--- config.mk ---
export PLATFORM = sky130hd
export DESIGN_NAME = rhpm_ofifo
export DESIGN_NICKNAME = d
export VERILOG_FILES = /design/src/hdl/rhpm_pkg.sv /design/src/hdl/rhpm_ofifo.sv
export SDC_FILE = /design/constraint.sdc
export NUM_CORES = 1
export LEC_CHECK = 0
export BUFFER_PORTS_ARGS = -buffer_cell sky130_fd_sc_hd__buf_2
export CORE_MARGIN = 2
export CORE_UTILIZATION = 64
export DETAILED_ROUTE_END_ITERATION = 10
export PLACE_DENSITY_LB_ADDON = 0.1
export SKIP_LAST_GASP = 1
export SLEW_MARGIN = 25
export SYNTH_ARGS = -nofsm -noshare
export SYNTH_HDL_FRONTEND = slang
export SYNTH_SLANG_ARGS = --single-unit
--- constraint.sdc ---
create_clock -name clock -period 8.1 [get_ports clock]
set_clock_uncertainty 0.1 [all_clocks]
set_input_delay 0.81 -clock clock [delete_from_list [all_inputs] [get_ports clock]]
set_output_delay 0.81 -clock clock [all_outputs]
set_load 0.01 [all_outputs]
--- src/hdl/rhpm_pkg.sv ---
`timescale 1ns / 1ps
// Shared constants, types and helpers for the rolling hash pattern matcher.
// No dependencies; imported by every other file of the block except rhpm_ram.
package rhpm_pkg;

   localparam int MAX_PATTERN  = 64;
   localparam int MAX_TEXT     = 1048576;
   localparam int HASH_W       = 64;
   localparam int LEN_W        = 7;
   localparam int SLOT_W       = $clog2(MAX_PATTERN);
   localparam int POS_W        = 21;
   localparam int CHAR_W       = 8;
   localparam int CSR_ADDR_W   = 4;
   localparam int CSR_DATA_W   = 64;
   localparam int OFIFO_DEPTH  = 8;
   localparam int OFIFO_PTR_W  = $clog2(OFIFO_DEPTH);
   localparam int OFIFO_OCC_W  = $clog2(OFIFO_DEPTH + 1);
   localparam int ENTRY_W      = 2 * HASH_W;

   localparam logic [HASH_W-1:0] HASH_BASE    = HASH_W'(123);
   localparam logic [CHAR_W-1:0] CHAR_BIAS    = CHAR_W'(97);
   localparam logic [POS_W-1:0]  MAX_TEXT_POS = POS_W'(MAX_TEXT);
   localparam logic [LEN_W-1:0]  MAX_LEN      = LEN_W'(MAX_PATTERN);

   typedef enum logic [0:0] {
      REG_PATTERN_LENGTH = 1'b0,
      REG_PATTERN_HASH   = 1'b1
   } reg_index_type;

   typedef struct packed {
      logic [LEN_W-1:0]  len_eff;
      logic [HASH_W-1:0] hash_x123;
   } cfg_type;

   typedef struct packed {
      logic             match;
      logic [POS_W-1:0] start_position;
      logic [POS_W-1:0] match_count;
      logic             text_done;
   } result_type;

   // multiply by the hash base: 123 = 128 - 4 - 1
   function automatic logic [HASH_W-1:0] times_base(input logic [HASH_W-1:0] v);
      return (v << 7) - (v << 2) - v;
   endfunction

endpackage

--- src/hdl/rhpm_ofifo.sv ---
`timescale 1ns / 1ps
// Result queue with credit count: stalls the input once every slot is spoken for.
// Depends on rhpm_pkg.
module rhpm_ofifo (
   input  logic                  clock,
   input  logic                  reset,
   input  logic                  reserve,
   input  logic                  push,
   input  rhpm_pkg::result_type  push_data,
   input  logic                  pop,
   output logic                  full,
   output logic                  out_valid,
   output rhpm_pkg::result_type  out_data
);
   import rhpm_pkg::*;

   result_type               store_ff [OFIFO_DEPTH];
   logic [OFIFO_PTR_W-1:0]   wr_ptr_ff, wr_ptr_in;
   logic [OFIFO_PTR_W-1:0]   rd_ptr_ff, rd_ptr_in;
   logic [OFIFO_OCC_W-1:0]   count_ff, count_in;
   logic [OFIFO_OCC_W-1:0]   occ_ff, occ_in;

   assign wr_ptr_in = push ? wr_ptr_ff + OFIFO_PTR_W'(1) : wr_ptr_ff;
   assign rd_ptr_in = pop ? rd_ptr_ff + OFIFO_PTR_W'(1) : rd_ptr_ff;
   assign count_in  = count_ff + OFIFO_OCC_W'(push) - OFIFO_OCC_W'(pop);
   assign occ_in    = occ_ff + OFIFO_OCC_W'(reserve) - OFIFO_OCC_W'(pop);

   always_ff @(posedge clock) begin
      if (reset) begin
         wr_ptr_ff <= '0;
         rd_ptr_ff <= '0;
         count_ff  <= '0;
         occ_ff    <= '0;
      end else begin
         wr_ptr_ff <= wr_ptr_in;
         rd_ptr_ff <= rd_ptr_in;
         count_ff  <= count_in;
         occ_ff    <= occ_in;
      end
   end

   always_ff @(posedge clock) begin
      if (push) begin
         store_ff[wr_ptr_ff] <= push_data;
      end
   end

   assign full      = occ_ff == OFIFO_OCC_W'(OFIFO_DEPTH);
   assign out_valid = count_ff != '0;
   assign out_data  = store_ff[rd_ptr_ff];

   a_credit_cover: assert property (@(posedge clock) disable iff (reset)
      count_ff <= occ_ff)
      else $error("queued words exceed reserved credits");

   a_no_overflow: assert property (@(posedge clock) disable iff (reset)
      push |-> (count_ff != OFIFO_OCC_W'(OFIFO_DEPTH)) || pop)
      else $error("result queue overflow");

endmodule

Word-level counts from Yosys, hierarchy flattened --
Memory sizes are Yosys's and may differ from the RTL's. A register that Yosys moved wholly into a read port is not among the register bits. Cells that the tools add are included.
Operators by class: mux-type cells 4, reductions and logical operators 1, add/sub/neg operators 6, eq/ne operators 1
Operators by type and width (number):
- $add 4x1->4 | 2
- $sub 4x1->4 | 2
- $add 3x1->3 const B | 2
- $mux 3 | 2
- $eq 4x4->1 const B | 1
- $reduce_bool 4->1 | 1
- $mux 1 | 2
Storage, ports and cells: memories 1, register bits after elaboration 14, input port bits 49, memory bits (writable) 352, logic and storage cells 17
Memories:
- store_ff | depth 8, width 44, rd ports 1, clocked after memory_dff 1, wr ports 1, RTL line rhpm_ofifo.sv:17 | result_type store_ff [OFIFO_DEPTH];

Depth between registers and ports, before layout --
word-level depth 3, mapped depth 8, depth with buffers taken out 8

Worst setup path before layout --
OpenSTA, ideal clock, no wires.
kind input port to flip-flop, start in push, end mem store_ff[0][0] (netlist name) (enable), path buffers 0, arrival time 3.914 ns, setup time 0.500 ns, stages 2, slack 3.586 ns, cell sequence nand2b_1 nor3_1
Between the ends: word-level cells in the longest chain between the ends 2
RTL lines:
- start, declared | RTL line rhpm_ofifo.sv:8 | input logic push,
- $mux 1 | RTL line rhpm_ofifo.sv:43 | if (push) begin
- $mux 1 (implied by the code) | RTL line rhpm_ofifo.sv:44 | store_ff[wr_ptr_ff] <= push_data;
- end, declared | RTL line rhpm_ofifo.sv:17
No other way between the ends.

==> impl_metrics.yaml <==
yosys:
  yosysSeqAreaShare_pct: 77.3
  synth_top_area_share_pct: 74.9
  yosys.area.top_type: "edfxtp_1"
  ys_ff_latch: 369
  syn_area_mm2: 0.0141
  synth_cells: 602
  synth_fa_ha_area_share_pct: 1.35
  synthesis.nets: 665
  muxShareOfSynthArea_pct: 18.1
  synth_compound_area_share_pct: 0.222
  synth_top_family_by_area: "multiplexers"
  synth_cell_types: 25
  synthSimpleGateAreaFrac_pct: 1.13
  synth_area_leaders: "edfxtp_1 75%, mux4_2 14%, mux2_2 2.5%, dfxtp_1 2.4%, mux2_4 1.5%"
  syn_area_per_cell_um2: 23.4
  yosysWarnings: 0
  synthXorXnorAreaFrac_pct: 0.372
timing:
  setup_ws_ps: 3970
  timing.final.crit_share_pct: 51.0
  setup_viol_count_final: 0
  slew_headroom_pct: 44.3
  tightest_slew_ps: 831
  fin_tns_setup_ps: 0
  hold_ws_ps: 436
  min_period_ps: 4130
  fmax_mhz: 242
  finalHoldViolCount: 0
  drv_slew: 0
  rsz0062_at_grt: "no"
cells_and_area:
  fillCellCount: 1247
  finalInstanceArea_mm2: 0.0161
  seq_area_mm2: 0.0109
  utilization_pct: 73.8
  nNetsFinal: 785
  layout_common_cells: "352 x edfxtp_1, 94 x buf_2, 88 x mux4_2"
  syn2layout_area_growth_pct: 13.8
  drive_above_1_share_pct: 40.4
  final_common_cell: "edfxtp_1"
  final_cells: 1026
  multi_input_area_mm2: 0.00305
floorplanning:
  die-area_mm2: 0.0233
  rows: 54
  core_area_mm2: 0.0218
  die_width_um: 153
  die_y_um: 153
  start_util_pct: 64.9
  ios: 95
global_route:
  grt_use_met1_pct: 29.7
  grtUsageTotal_pct: 22.4
  grt_pass1_vias: 6805
  met3_usage_pct: 5.20
  grt_start_max_net_pins: 55
  grt_antenna_before_repair: 2
  grt_pass1_wl_mm: 39.0
  grtUsageMet2_pct: 38.6
  top_usage_layer: "met2"
  grt.overflow.total: 0
placement:
  port_buffers: 94
  placed_area_mm2: 0.0150
  gp_congestion: 0.696
  hpwl_mm: 13.9
  post-place-cells: 963
  place_ws_ps: 4400
cts:
  path_clk_slew_ps: 60
  cts_root_buffer: "clkbuf_16"
  ctsHoldBuffers: 0
  cts.sinks: 369
  post_cts_buffers: 0
  clk-insertion-delay-late_ps: 500
  cts_made_buffers: 37
  cts_resized: 0
  cts_tree: "done"
  htree_levels: 2
  clock_path_buffers: 3
job:
  drv_cap: 0
critical_path:
  cp_max_fo: 36
  crit_chain: "buf_16, buf_4, mux4_2, mux2_2, buf_2"
  max_stage_delay_ps: 680
  critPathLaunchType: "flop"
  slowest_stage: "dfxtp_4"
  endpoint_kind: "output port"
  cp.arrival_ps: 3220
  critical_path_class: "flop to output port"
  cp_data_required_time_ps: 7190
run_status:
  status: "finished clean"
route:
  avgViaCountPerCell: 6.06
  drt_first_iter_violations: 488
  drt_pass1_iterations: 5
  drt-total-wl_mm: 25.4
  vias: 6216
  ant_nets: 0
  wire_per_inst_um: 24.7
  drc: 0
min_path:
  min_path_type: "flop to flop"
power:
  power.density_mw_per_mm2: 257
  ir_worst_vdd_mv: 0.200
  leakagePower_nw: 5.25
  power_mw: 4.13
[cell type report]
type	count	share of cell area, %
tap	280	2.18
antenna	1	0.0156
clock inverter	17	0.927
multi-input combinational	195	19.0
clock buffer	45	5.95
inverter	12	0.280
sequential	369	68.0
timing repair buffer	107	3.66
[synth_stat cells]
library cell  number
a31o_2             1
edfxtp_1         352
a21oi_1            3
nand3_1            2
and3_1             1
mux2_2            31
mux2_4            14
buf_6              1
mux2i_1            2
nand2_1            4
ha_1              12
a21o_1             1
dfxtp_1           17
buf_2             10
mux4_2            88
fa_1               2
nor3_1             2
clkbuf_1          12
xnor2_1            3
nor2b_1            4
buf_12             3
inv_1             12
nor2_1            18
xor2_1             3
nand2b_1           4
[cell families (layout without fill, tap and decap cells)]
group | count (synthesis) | after routing
adder cells (fa/ha/maj) | 14 | 14
buffers and inverters | 38 | 181
multiplexers | 135 | 135
flip-flops | 369 | 369
AO/OA/AOI/OAI | 5 | 5
other | 0 | 1
XOR/XNOR | 6 | 6
AND/OR/NAND/NOR | 35 | 35
[power breakdown]
| group | internal (mW) | switching [mW] |
|---|---|---|
| registers | 2.15 | 0.0289 |
| logic | 0.194 | 0.193 |
| clock network | 0.904 | 0.661 |
[sequential cells by signal, summed over array words and instances (netlist names), named ones only]
register   count
count_ff       4
occ_ff         4
rd_ptr_ff      3
store_ff     352
wr_ptr_ff      3
[path summary, 6_finish.rpt]
kind | startpoint | depth (start not counted) | slack (ps) | endpoint
hold reg to reg | rd_ptr_ff[1]$_SDFFE_PP0P_ | 2 | 440 | flop
hold / removal | rd_ptr_ff[1]$_SDFFE_PP0P_ | 2 | 440 | flop
setup reg to reg | wr_ptr_ff[2]$_SDFFE_PP0P_ | 3 | 5670 | store_ff[4][24]$_DFFE_PP_
setup / recovery | flop | 5 | 3970 | out_data[7]
[critical path, delay by kind of cell, from the launching register on]
kind | cells | cell delay [ps]
buf+inv | 3 | 1100
flops | 1 | 680
mux | 2 | 880
[per-layer routing]
metal | share of wire [%] | up-vias
met5 | 0.051 | -
met4 | 1.8 | 2
met3 | 6.4 | 42
met2 | 52 | 184
met1 | 39 | 3250
li1 | - | 2738
(Power assumes the default switching activity.)
