`src/hdl/rhpm_pkg.sv`:
```
`timescale 1ns / 1ps
// Shared constants, types and helpers for the rolling hash pattern matcher.
// No dependencies; imported by every other file of the block except rhpm_ram.
package rhpm_pkg;

   localparam int MAX_PATTERN  = 64;
   localparam int MAX_TEXT     = 1048576;
   localparam int HASH_W       = 64;
   localparam int LEN_W        = 7;
   localparam int SLOT_W       = $clog2(MAX_PATTERN);
   localparam int POS_W        = 21;
   localparam int CHAR_W       = 8;
   localparam int CSR_ADDR_W   = 4;
   localparam int CSR_DATA_W   = 64;
   localparam int OFIFO_DEPTH  = 8;
   localparam int OFIFO_PTR_W  = $clog2(OFIFO_DEPTH);
   localparam int OFIFO_OCC_W  = $clog2(OFIFO_DEPTH + 1);
   localparam int ENTRY_W      = 2 * HASH_W;

   localparam logic [HASH_W-1:0] HASH_BASE    = HASH_W'(123);
   localparam logic [CHAR_W-1:0] CHAR_BIAS    = CHAR_W'(97);
   localparam logic [POS_W-1:0]  MAX_TEXT_POS = POS_W'(MAX_TEXT);
   localparam logic [LEN_W-1:0]  MAX_LEN      = LEN_W'(MAX_PATTERN);

   typedef enum logic [0:0] {
      REG_PATTERN_LENGTH = 1'b0,
      REG_PATTERN_HASH   = 1'b1
   } reg_index_type;

   typedef struct packed {
      logic [LEN_W-1:0]  len_eff;
      logic [HASH_W-1:0] hash_x123;
   } cfg_type;

   typedef struct packed {
      logic             match;
      logic [POS_W-1:0] start_position;
      logic [POS_W-1:0] match_count;
      logic             text_done;
   } result_type;

   // multiply by the hash base: 123 = 128 - 4 - 1
   function automatic logic [HASH_W-1:0] times_base(input logic [HASH_W-1:0] v);
      return (v << 7) - (v << 2) - v;
   endfunction

endpackage

```
`src/hdl/rhpm_csr.sv`:
```
`timescale 1ns / 1ps
// APB-style register file: pattern length and pattern hash.
// Depends on rhpm_pkg; feeds the effective length and scaled hash to the core.
module rhpm_csr (
   input  logic                               clock,
   input  logic                               reset,
   input  logic                               psel,
   input  logic                               penable,
   input  logic                               pwrite,
   input  logic [rhpm_pkg::CSR_ADDR_W-1:0]    paddr,
   input  logic [rhpm_pkg::CSR_DATA_W-1:0]    pwdata,
   output logic [rhpm_pkg::CSR_DATA_W-1:0]    prdata,
   output logic                               pready,
   output rhpm_pkg::cfg_type                  cfg
);
   import rhpm_pkg::*;

   logic [LEN_W-1:0]  len_ff;
   logic [HASH_W-1:0] hash_ff;
   logic [HASH_W-1:0] hash_x123_ff;
   logic              wr_en;
   reg_index_type     reg_index;
   logic [LEN_W-1:0]  len_eff;

   assign pready    = 1'b1;
   assign wr_en     = psel & penable & pwrite;
   assign reg_index = reg_index_type'(paddr[CSR_ADDR_W-1]);

   always_ff @(posedge clock) begin
      if (reset) begin
         len_ff       <= LEN_W'(1);
         hash_ff      <= '0;
         hash_x123_ff <= '0;
      end else if (wr_en) begin
         unique case (reg_index)
            REG_PATTERN_LENGTH: len_ff <= pwdata[LEN_W-1:0];
            REG_PATTERN_HASH: begin
               hash_ff      <= pwdata[HASH_W-1:0];
               hash_x123_ff <= times_base(pwdata[HASH_W-1:0]);
            end
            default: ;
         endcase
      end
   end

   always_comb begin
      unique case (reg_index)
         REG_PATTERN_LENGTH: prdata = CSR_DATA_W'(len_ff);
         REG_PATTERN_HASH:   prdata = CSR_DATA_W'(hash_ff);
         default:            prdata = '0;
      endcase
   end

   // clamp length into 1..MAX_PATTERN
   always_comb begin
      priority if (len_ff == '0) begin
         len_eff = LEN_W'(1);
      end else if (len_ff > MAX_LEN) begin
         len_eff = MAX_LEN;
      end else begin
         len_eff = len_ff;
      end
   end

   assign cfg.len_eff   = len_eff;
   assign cfg.hash_x123 = hash_x123_ff;

endmodule

```
`config.mk`:
```
export PLATFORM = sky130hd
export DESIGN_NAME = rhpm_csr
export DESIGN_NICKNAME = d
export VERILOG_FILES = /design/src/hdl/rhpm_pkg.sv /design/src/hdl/rhpm_csr.sv
export SDC_FILE = /design/constraint.sdc
export NUM_CORES = 1
export LEC_CHECK = 0
export ABC_AREA = 1
export BUFFER_PORTS_ARGS = -buffer_cell sky130_fd_sc_hd__buf_2
export CAP_MARGIN = 20
export CORE_ASPECT_RATIO = 0.8
export CORE_MARGIN = 2
export CORE_UTILIZATION = 53
export CTS_BUF_LIST = sky130_fd_sc_hd__clkbuf_8 sky130_fd_sc_hd__clkbuf_16
export DETAILED_ROUTE_END_ITERATION = 6
export GPL_ROUTABILITY_DRIVEN = 0
export PLACE_DENSITY = 0.79
export SLEW_MARGIN = 25
export SYNTH_ARGS = -nofsm -noshare
export SYNTH_HDL_FRONTEND = slang
export SYNTH_SLANG_ARGS = --single-unit
```
`constraint.sdc`:
```
create_clock -name clock -period 2.7 [get_ports clock]
set_clock_uncertainty 0.2 [all_clocks]
set_input_delay 0.54 -clock clock [delete_from_list [all_inputs] [get_ports clock]]
set_output_delay 0.54 -clock clock [all_outputs]
set_load 0.05 [all_outputs]
```
---- After elaboration in Yosys (flattened, before gate mapping) ----
Index checks and enable logic that the tools add are counted.
word-level totals
  logic and storage cells ................. 15
  flip-flop bits (word level) ............. 135
operators by class
  reductions and logical operators ........ 3
  multiplexer cells ....................... 3
  order comparisons ....................... 1
  bitwise logic cells ..................... 3
  add/subtract/negate cells ............... 2
operators with widths
  kind                                                   count
  case mux 64 bit (2 select lines)                       1
  subtractor 64 bit                                      2
  2-to-1 mux 7 bit                                       2
  greater-than comparator 7 bit (second input constant)  1
  logical NOT 7 bit                                      1
  AND reduction 2 bit                                    2
  AND 1 bit                                              2
  NOT 1 bit                                              1

---- Longest topological paths before layout ----
  depth after elaboration ................. 3
  gate-level depth with buffers ........... 20
  depth with buffers taken out ............ 20

---- Worst setup path after synthesis ----
No wires, ideal clock.
  path type ............................... input to register
  start point ............................. in pwdata[0] (netlist name)
  end point ............................... reg hash_x123_ff[28]
  setup time .............................. 0.115 ns
  stages on the path ...................... 15
  path slack .............................. -0.080 ns
  data arrival time ....................... 2.464 ns
  path buffers ............................ 0
  path through ............................ inv_1 fa_1 inv_1 ha_1 nand2_1 inv_1 a21oi_1 nand2_2 nand2_1 nand2_1 nand2_1 nand2_1 xor2_1 o21ai_0 inv_1
between the ends
  cells in the longest elaborated chain, start to end .. 2
ends and longest elaborated chain
  item                    RTL line        text
  start: declaration      rhpm_csr.sv:11  input logic [rhpm_pkg::CSR_DATA_W-1:0] pwdata,
  subtractor 64 bit       rhpm_pkg.sv:44  return (v << 7) - (v << 2) - v;
  subtractor 64 bit *     rhpm_pkg.sv:44
  end signal: assignment  rhpm_csr.sv:39  hash_x123_ff <= times_base(pwdata[HASH_W-1:0]);
  end: declaration        rhpm_csr.sv:20  logic [HASH_W-1:0] hash_x123_ff;
Mark *: on every way between the ends. The rest lies on a longest branch, timed or not.
A chain may end at the register's enable or synchronous reset.

---- Final worst setup path ----
  start point ............................. in pwdata[12] (netlist name)
  end point ............................... reg hash_x123_ff[21]
The elaborated chain is that of the path after synthesis.

==> metrics.txt <==
Tot GR Track Use 0.324; CP Capture Type register; Initial Util 0.546; worst hold path depth 3; hold crit path type in2reg; outcome finished, violations left; cell taking the most area after synthesis dfxtp_1; total number of vias 15200; max frequency around 0.36 GHz; Routed WL around 47000 um; Core Area 0.0227 mm2; register bit total from synthesis 134; clk slew on worst S/H paths around 70 ps; first-pass GRT wire length around 64000 um; Avg WL per Cell 17.0 um; TNS Setup -554 ps; max_cap viols 0; Worst setup SP type primary input; CTS tree built; clock root cell clkbuf_16; H-tree depth 4; vias in the first global route between 10000 and 15000; Pwr Total 9920 uW; Die Area 0.0246 mm2; FILL cells 1494; Setup Viol. Count Final 17; cell area after synthesis 0.0124 mm2; Relative slew margins 0.488; Clock Latency Late Sink approximately 440 ps; Post-DP Area 0.0151 mm2; share of layout cells above drive strength 1 0.337; final worst-path cycle share 1.03; Die Span Y 141 um; mean area per synthesized cell between 5 and 6 um2; setup repair after global routing missed its margin true; post-synthesis mux area share 0; main combinational cell family by area after synthesis simple AND/OR/NAND/NOR gates; Ys Warns 0; Final min period approximately 2800 ps; Die X 175 um; Synth Flop Type dfxtp_1; largest net degree at the start of global routing 81; final worst slack -72.0 ps; CTS Hold Buffers Added 0; most common cell after layout, fill and taps aside nand2_1; DP HPWL 31700 um; 1st-iter DRT viols ~2300; EDFF count, synth 0; CP max FO 4; io pins 209; simple-gate share of the synthesized area 0.331; I/O Buffers 204; vias per cell 5.43; Compound-Gate Fraction of Synth Area 0.104; maximum VDD drop 0.000480 V; area added between synthesis and finish 41.7%; Cell variety after synth 35; Crit Path Category in2reg; Async S/R FF share, synth 0; antenna-violating nets left 0; final slew viol count 0; Final Hold Viols 0; CP arrival roughly 2900 ps; n_diodes 0; failing checks design-rule violations, negative setup slack; DR pass1 iterations 7; Synth Area in XOR/XNOR 0.0219; leakage 0.0101 uW; initial antenna violation count 0; # clock sinks 134; Seq/Total Area, Yosys 0.217; Synth Area in Adders 0.158; Post-Synthesis Cells between 2000 and 2500; R2R depth 2; # nets final roughly 2700; maximum clock path buffer count 2; CTS Buf Count 17; worst-margin pin slew between 700 and 800 ps; top cell type's share of synthesized area 0.217; remaining global-route overflow 0; final instance area 0.0175 mm2; Synth area leaders dfxtp_1 22%, nand2_1 20%, inv_1 15%, fa_1 9.1%, nor2_1 6.8%; Remaining DRCs 62; worst path required time approximately 2800 ps; most frequent cells in the layout 536 x nand2_1, 436 x inv_1, 212 x buf_4; syn nets 2287; num rows 49; PwrDens ~570 mW/mm2; final core occ 0.774
## Yosys cell counts (all sizes together), types with 15 or more instances
master	n
inv	490
nor3	15
a21oi	122
fa	56
ha	67
nand2	661
nand3	78
nor2	234
xor2	26
dfxtp	134
buf	17
o21ai	118
clkbuf	38
## metal layers
metal | wire length, um | up-vias | GRT usage
li1 | - | 6998 | -
met1 | 19400 | 6896 | 0.480
met2 | 20200 | 1060 | 0.472
met3 | 5970 | 222 | 0.0812
met4 | 1860 | 0 | 0.0776
met5 | 0 | - | 0
## logic make-up after synthesis
kind of cell | after synthesis
other | 1
adders and majority gates | 123
DFF | 134
and+or+nand+nor | 1004
buffers and inverters | 546
xor gates and xnor gates | 31
AOI/OAI and AO/OA | 252
## sequential cells by signal, summed over array words and instances (netlist names)
name          cells
hash_x123_ff     63
hash_ff          64
len_ff            7
## critical path, stage by stage
cell and delay (ps):
buf_2 120, buf_4 130, fa_1 480, ha_4 330, nand2_1 100, nand2_2 90, inv_1 80, nand2_2 70
inv_1 100, nand2_1 120, inv_2 90, nand3_4 160, xnor2_1 220, nand2_1 100, o211ai_1 100, inv_1 60
## power breakdown
group / leakage, uW / internal (uW) / switching, uW
Clock: 0.000267 / 1290 / 1070
Sequential: 0.00109 / 2050 / 39.1
Combinational: 0.00870 / 2100 / 3380
Total: 0.0101 / 5440 / 4490
## area by class of cell
cell class | count | area (um2) | share of cell area
Clock buffer | 17 | 425 | 0.0242
Multi-Input combinational cell | 1411 | 9320 | 0.531
Tap cell | 306 | 383 | 0.0218
Clock inverter | 15 | 144 | 0.00820
Inverter | 491 | 1850 | 0.106
Timing Repair Buffer | 421 | 2740 | 0.156
Sequential cell | 134 | 2680 | 0.153
## per-stage QoR
step / setup WS, ps / cells / hold slack [ps]
after global routing: -170 / 2795 / 183
final: -72.0 / 2795 / 146
after CTS: -24.9 / 2780 / 148
after global placement: -550 / 2748 / 284
after detailed placement: -567 / 2748 / 294
after floorplan: -18.7 / 2091 / 274
## path summary, 6_finish.rpt
path	from	end	slack (ps)
max	pwdata[12]	hash_x123_ff[21]	-70
min	pwdata[0]	len_ff[0]	150
min reg2reg	len_ff[0]	len_ff[0]	320
max reg2reg	len_ff[6]	len_ff[6]	1620
## what timing repair did
action	CTS	global route
cloned	0	0
endpoints found under the hold margin	0	0
pin swaps	2	108
gates resized for setup	57	370
buffers inserted	0	15
setup endpoints to repair	39	53
No activity file was read; power rests on OpenSTA's default activity.
